[src/rtl/wmm_pkg.sv]
// Shared constants and codes for the windowed min/max tracker.
package wmm_pkg;

	localparam int NUM_CHOICES   = 3;
	localparam int WIN_BITS      = 32;
	localparam int CFG_BITS      = 32;
	localparam int CFG_IDX_BITS  = 1;
	localparam int OUT_BITS      = 32;

	localparam logic [WIN_BITS-1:0] WINDOW_RESET = WIN_BITS'(100);

	localparam logic [CFG_IDX_BITS-1:0] CFG_WINDOW_LENGTH = 1'b0;
	localparam logic [CFG_IDX_BITS-1:0] CFG_TRACK_MIN     = 1'b1;

	localparam logic FUNC_UPDATE = 1'b0;
	localparam logic FUNC_RESEED = 1'b1;

endpackage

[src/rtl/wmm_update.sv]
// Next-state logic: refresh, reseed and aging of the three ranked choices.
module wmm_update
	import wmm_pkg::*;
#(
	parameter int VALUE_BITS = 32,
	parameter int TIME_BITS  = 32
) (
	input  logic                  func,
	input  logic [TIME_BITS-1:0]  sample_time,
	input  logic [VALUE_BITS-1:0] sample_value,
	input  logic [WIN_BITS-1:0]   window_length,
	input  logic                  track_min,
	input  logic [TIME_BITS-1:0]  cur_times  [NUM_CHOICES],
	input  logic [VALUE_BITS-1:0] cur_values [NUM_CHOICES],
	output logic [TIME_BITS-1:0]  nxt_times  [NUM_CHOICES],
	output logic [VALUE_BITS-1:0] nxt_values [NUM_CHOICES]
);

	localparam int CMP_W = (TIME_BITS > WIN_BITS) ? TIME_BITS : WIN_BITS;

	function automatic logic as_good(input logic [VALUE_BITS-1:0] a,
			input logic [VALUE_BITS-1:0] b, input logic use_min);
		as_good = use_min ? (a <= b) : (a >= b);
	endfunction

	logic [TIME_BITS-1:0]  r_times  [NUM_CHOICES];
	logic [VALUE_BITS-1:0] r_values [NUM_CHOICES];
	logic [CMP_W-1:0]      win_ext;
	logic [CMP_W-1:0]      dt0;
	logic [CMP_W-1:0]      dt1;
	logic [CMP_W-1:0]      dt2;
	logic                  reseed;

	assign win_ext = CMP_W'(window_length);
	assign dt2     = CMP_W'(TIME_BITS'(sample_time - cur_times[2]));
	assign dt0     = CMP_W'(TIME_BITS'(sample_time - cur_times[0]));
	assign reseed  = (func == FUNC_RESEED) || as_good(sample_value, cur_values[0], track_min)
		|| (dt2 > win_ext);

	// refresh second and third choice by value
	always_comb begin
		r_times  = cur_times;
		r_values = cur_values;
		if (as_good(sample_value, cur_values[1], track_min)) begin
			r_times[1]  = sample_time;
			r_values[1] = sample_value;
			r_times[2]  = sample_time;
			r_values[2] = sample_value;
		end else if (as_good(sample_value, cur_values[2], track_min)) begin
			r_times[2]  = sample_time;
			r_values[2] = sample_value;
		end
	end

	assign dt1 = CMP_W'(TIME_BITS'(sample_time - r_times[1]));

	always_comb begin
		nxt_times  = r_times;
		nxt_values = r_values;
		if (reseed) begin
			for (int k = 0; k < NUM_CHOICES; k++) begin
				nxt_times[k]  = sample_time;
				nxt_values[k] = sample_value;
			end
		end else if (dt0 > win_ext) begin
			if (dt1 > win_ext) begin
				nxt_times[0]  = r_times[2];
				nxt_values[0] = r_values[2];
				nxt_times[1]  = sample_time;
				nxt_values[1] = sample_value;
			end else begin
				nxt_times[0]  = r_times[1];
				nxt_values[0] = r_values[1];
				nxt_times[1]  = r_times[2];
				nxt_values[1] = r_values[2];
			end
			nxt_times[2]  = sample_time;
			nxt_values[2] = sample_value;
		end else if ((r_times[1] == r_times[0]) && (dt0 > (win_ext >> 2))) begin
			nxt_times[1]  = sample_time;
			nxt_values[1] = sample_value;
			nxt_times[2]  = sample_time;
			nxt_values[2] = sample_value;
		end else if ((r_times[2] == r_times[1]) && (dt0 > (win_ext >> 1))) begin
			nxt_times[2]  = sample_time;
			nxt_values[2] = sample_value;
		end
	end

endmodule

[src/rtl/windowed_min_max_tracker_core.sv]
// Top level: input stage, choice registers, result register and config port.
// Path: an accepted item goes to the input register, then to the result register.
// Throughput: one item per cycle unless the output stalls; choice registers close the loop.
// While a result waits, the input stage accepts only into an empty slot.
// Reset: window_length 100, max mode, all choices zero, both stages empty.
module windowed_min_max_tracker_core
	import wmm_pkg::*;
#(
	parameter int VALUE_BITS = 32,
	parameter int TIME_BITS  = 32
) (
	input  logic clk,
	input  logic arst_n,
	input  logic cfg_we,
	input  logic [CFG_IDX_BITS-1:0] cfg_index,
	input  logic [CFG_BITS-1:0] cfg_data,
	input  logic s_tvalid,
	output logic s_tready,
	// func, sample_time, sample_value
	input  logic [((1+TIME_BITS+VALUE_BITS+7)/8)*8-1:0] s_tdata,
	output logic m_tvalid,
	input  logic m_tready,
	// tracked_value
	output logic [OUT_BITS-1:0] m_tdata
);

	logic                  valid_s1;
	logic                  func_s1;
	logic [TIME_BITS-1:0]  time_s1;
	logic [VALUE_BITS-1:0] value_s1;
	logic [WIN_BITS-1:0]   window_q;
	logic                  track_min_q;
	logic [TIME_BITS-1:0]  times_q  [NUM_CHOICES];
	logic [VALUE_BITS-1:0] values_q [NUM_CHOICES];
	logic [TIME_BITS-1:0]  times_n  [NUM_CHOICES];
	logic [VALUE_BITS-1:0] values_n [NUM_CHOICES];
	logic [VALUE_BITS+OUT_BITS-1:0] best_ext;
	logic                  out_valid_q;
	logic [OUT_BITS-1:0]   out_data_q;
	logic                  advance;

	assign advance  = !out_valid_q || m_tready;
	assign s_tready = !valid_s1 || advance;
	assign m_tvalid = out_valid_q;
	assign m_tdata  = out_data_q;
	assign best_ext = {{OUT_BITS{1'b0}}, values_n[0]};

	wmm_update #(
		.VALUE_BITS(VALUE_BITS),
		.TIME_BITS (TIME_BITS)
	) u_update (
		.func         (func_s1),
		.sample_time  (time_s1),
		.sample_value (value_s1),
		.window_length(window_q),
		.track_min    (track_min_q),
		.cur_times    (times_q),
		.cur_values   (values_q),
		.nxt_times    (times_n),
		.nxt_values   (values_n)
	);

	always_ff @(posedge clk or negedge arst_n) begin
		if (!arst_n) begin
			window_q    <= WINDOW_RESET;
			track_min_q <= 1'b0;
		end else if (cfg_we) begin
			unique case (cfg_index)
				CFG_WINDOW_LENGTH: window_q    <= WIN_BITS'(cfg_data);
				CFG_TRACK_MIN:     track_min_q <= cfg_data[0];
				default:           window_q    <= window_q;
			endcase
		end
	end

	always_ff @(posedge clk or negedge arst_n) begin
		if (!arst_n) begin
			valid_s1 <= 1'b0;
		end else if (s_tready) begin
			valid_s1 <= s_tvalid;
		end
	end

	always_ff @(posedge clk) begin
		if (s_tready && s_tvalid) begin
			func_s1  <= s_tdata[0];
			time_s1  <= s_tdata[TIME_BITS:1];
			value_s1 <= s_tdata[TIME_BITS+VALUE_BITS:TIME_BITS+1];
		end
	end

	always_ff @(posedge clk or negedge arst_n) begin
		if (!arst_n) begin
			for (int k = 0; k < NUM_CHOICES; k++) begin
				times_q[k]  <= '0;
				values_q[k] <= '0;
			end
			out_valid_q <= 1'b0;
		end else if (valid_s1 && advance) begin
			times_q     <= times_n;
			values_q    <= values_n;
			out_valid_q <= 1'b1;
		end else if (m_tready) begin
			out_valid_q <= 1'b0;
		end
	end

	always_ff @(posedge clk) begin
		if (valid_s1 && advance) begin
			out_data_q <= best_ext[OUT_BITS-1:0];
		end
	end

endmodule
[config.mk]
export PLATFORM = sky130hd
export DESIGN_NAME = windowed_min_max_tracker_core
export DESIGN_NICKNAME = d
export VERILOG_FILES = /design/src/rtl/wmm_pkg.sv /design/src/rtl/wmm_update.sv /design/src/rtl/windowed_min_max_tracker_core.sv
export SDC_FILE = /design/constraint.sdc
export NUM_CORES = 1
export LEC_CHECK = 0
export BUFFER_PORTS_ARGS = -buffer_cell sky130_fd_sc_hd__buf_4
export CAP_MARGIN = 5
export CORE_MARGIN = 2
export CORE_UTILIZATION = 57
export CTS_CLUSTER_SIZE = 8
export DETAILED_ROUTE_END_ITERATION = 7
export PLACE_DENSITY = 0.78
export SYNTH_ARGS = -nofsm -noshare
export SYNTH_HDL_FRONTEND = slang
export SYNTH_SLANG_ARGS = --single-unit
[constraint.sdc]
create_clock -name clk -period 8.36 [get_ports clk]
set_input_delay 1.672 -clock clk [delete_from_list [all_inputs] [get_ports clk]]
set_output_delay 1.672 -clock clk [all_outputs]
set_load 0.1 [all_outputs]
==> summary.txt <==
Status - finished with violations
Failing checks - design-rule violations
Pwr dens - 463.4 mW/mm^2
Most common cell after layout, fill and taps aside - buf_4
Grt ovf - 0
Max Buffers Root-to-Sink - 3
CTS tree - yes
Cell area after layout - 0.03179 mm^2
Worst EP arrival - 8.77 ns
Maxcap violations - 0
# setup viols final - 0
Hold Crit Endpoint - times_q[73]$_DFFE_PN0P_
Post-synth EDFFs - 97
Post-synth ARST share - 70.06%
Die width - 218.3 um
Die Height - 218.3 um
Cell family with most CP delay - compound AO/OA/AOI/OAI gates
Commonest non-fill, non-tap cells in the layout - buf_4 (394), ha_1 (341), inv_1 (251)
CP Max Fanout - 24
Largest net degree at the start of global routing - 103
Crit. End Element - flop
Ys flop type - dfrtp_1
Post-synthesis sequential area ratio - 32.85%
Pre-Repair DR Iteration Count - 8
Port bufs - 136
Hold path depth - 2
Storage cell area - 0.008597 mm^2
Hold_sp - times_q[73]$_DFFE_PN0P_
RSZ-0062 raised after global routing - yes
Syn avg cell area - 9.199 um^2
Starting Density - 57.67%
CTS Sinks - 324
Yosys cell types - 85
Vias in the first global route - 25.55k
CTS Buf Count - 47
Final hold vios - 0
WL final - 105000 um
Slew @ Worst Pin - 1.224 ns
F_max - 120.4 MHz
Area of placed instances - 0.02977 mm^2
R2r worst-path depth - 41
Syn nets - 3299
R2r setup slk - 0.05 ns
Vias after detailed routing - 26.23k
Clock skew - 0.02642 ns
Post-synthesis cell count - 2845
Post-synthesis instance area - 0.02617 mm^2
Synth warn - 0
Core ar. - 0.04538 mm^2
R2r endpoint - values_q[45]$_DFFE_PN0P_
Std cell rows - 78
Fill cells - 3435
Final Net Count - 3659
Total Negative Setup Slacks - 0 ns
Starting DRT DRC Count - 3503
Antenna viol nets, final - 0
Final min period - 8.307 ns
Share of cells above drive strength 1 - 18.83%
Static Leak - 0.01513 uW
Largest stage delay, worst path - 0.39 ns
Class of the most critical hold timing path - flop to flop
First-pass GRT wire length - 154500 um
Area growth from synthesis to layout - 21.47%
Worst EP required - 8.83 ns
Worst-Skew Late Latency - 0.61 ns
HPWL after DPL - 77830 um
Critical R2R Launch - values_q[33]$_DFFE_PN0P_
Total Die Area - 0.04764 mm^2
Num ports - 144
Final count of pins violating max slew - 0
DRC Markers - 4
CP Launch Type - flop
Worst slew margin - 17.63%
Initial antenna violation count - 5
Worst path slowest cell - a311oi_4
H-tree levels - 2
Total track usage - 43.01%
Root cell of the clock tree - clkbuf_16
#FFs+latches synth - 324
WL per Instance - 27.34 um
Crit share post-route - 99.36%
DR vias/cell - 6.827
Worst-path clk slew - 0.05 ns
Post-route setup slack - 0.05324 ns
Routability cong. - 1.042
Post-CTS Hold Fix Bufs - 0
Worst setup path class - flop to flop
Combined area of the multi-input logic cells - 0.01651 mm^2
Worst slack, placed - -0.8512 ns
Max VDD drop - 0.3362 mV
CP Buf/Inv Count - 10
## cell type report
| cell class | instances | area share, % |
|---|---|---|
| Antenna cell | 3 | 0.02361 |
| Clock buffer | 81 | 4.294 |
| Clock inverter | 2 | 0.1574 |
| Inverter | 254 | 3.007 |
| Multi-Input combinational cell | 2151 | 51.94 |
| Sequential cell | 324 | 27.04 |
| Tap cell | 600 | 2.361 |
| Timing Repair Buffer | 427 | 11.17 |
## tightest hold or removal path, delay by kind of cell (launching register included)
| kind | cells | cell delay (ns) |
|---|---|---|
| simple gates | 1 | 0.05 |
| compound gates | 1 | 0.05 |
| flops | 1 | 0.34 |
## cell families after synthesis
| group | after synthesis | synth area share, % |
|---|---|---|
| AO/OA/AOI/OAI | 991 | 25.65 |
| AND/OR/NAND/NOR | 610 | 11.37 |
| buffers and inverters | 370 | 5.584 |
| adder cells (fa/ha/maj) | 346 | 16.58 |
| flip-flops | 324 | 32.85 |
| XOR/XNOR | 128 | 4.284 |
| multiplexers | 76 | 3.686 |
## where the power goes
group / switching [uW] / total (uW) / internal, uW
Clock: 775 / 1880 / 1100
Sequential: 531 / 2640 / 2110
Combinational: 6080 / 10200 / 4130
## Yosys cell counts (all sizes together) (7+ instances only)
library cell / number / area share, %
a211oi: 20 / 0.62
a21o: 157 / 4.5
a21oi: 231 / 4.5
a221o: 28 / 1.1
a221oi: 47 / 1.6
a22o: 34 / 1.1
a311oi: 8 / 0.29
a31oi: 15 / 0.36
a32oi: 18 / 0.60
and2: 14 / 0.33
and3: 13 / 0.31
buf: 38 / 0.82
clkbuf: 78 / 1.1
dfrtp: 224 / 21
edfxtp: 97 / 11
ha: 342 / 16
inv: 254 / 3.6
mux2: 46 / 2.5
mux2i: 30 / 1.1
nand2: 206 / 3.0
nand2b: 25 / 0.60
nand3: 67 / 1.3
nand4: 71 / 1.7
nor2: 114 / 1.7
nor2b: 36 / 0.86
nor3: 21 / 0.46
nor4: 19 / 0.48
o211ai: 18 / 0.52
o21a: 48 / 1.4
o21ai: 183 / 3.5
o21bai: 10 / 0.29
o221ai: 8 / 0.27
o22a: 43 / 1.4
o22ai: 58 / 1.4
o2bb2ai: 7 / 0.23
or3: 8 / 0.19
xnor2: 85 / 2.8
xor2: 43 / 1.4
## worst max-delay path by stage
stage | endpoint | start | slack [ns] | cells after the start
detailed placement | times_q[34]$_DFFE_PN0P_ | value_s1[11]$_DFFE_PP_ | -0.85 | 39
floorplan | times_q[65]$_DFFE_PN0P_ | value_s1[21]$_DFFE_PP_ | 0.44 | 35
global route | values_q[45]$_DFFE_PN0P_ | value_s1[30]$_DFFE_PP_ | -0.14 | 40
global placement | values_q[43]$_DFFE_PN0P_ | value_s1[11]$_DFFE_PP_ | -0.51 | 38
CTS | times_q[34]$_DFFE_PN0P_ | values_q[53]$_DFFE_PN0P_ | 0.01 | 39
finish | values_q[45]$_DFFE_PN0P_ | values_q[33]$_DFFE_PN0P_ | 0.05 | 41
## state kept, by name, summed over array words and instances, names as in the netlist
name,flops
times_q,96
valid_s1,1
values_q,96
track_min_q,1
value_s1,32
m_tvalid,1
func_s1,1
m_tdata,32
window_q,32
time_s1,32
## metal layers
metal / part of all wire, % / vias to the layer above / track usage (%)
met2: 43 / 1813 / 64.89
met5: 0.054 / - / 0
met1: 40 / 12700 / 58.45
li1: - / 11330 / -
met3: 12 / 377 / 9.937
met4: 4.9 / 8 / 20.18
## per-stage QoR
step | hold slack [ns] | total power, uW | std cells | util [%]
finish | 0.4799 | 14730 | 3842 | 70.05
global route | 0.5173 | 15480 | 3839 | 70.04
CTS | 0.4805 | 13950 | 3819 | 69.08
detailed placement | 0.4685 | 11910 | 3733 | 65.61
global placement | 0.4642 | 11560 | 3733 | 65.61
floorplan | 0.4498 | 8455 | 2845 | -
## repair_timing
action | CTS | global route
resized for setup | 26 | 51
buffers inserted | 3 | 18
pin swaps | 7 | 22
cloned | 0 | 2
endpoints found under the setup margin | 160 | 160
No activity file was read; power rests on OpenSTA's default activity.
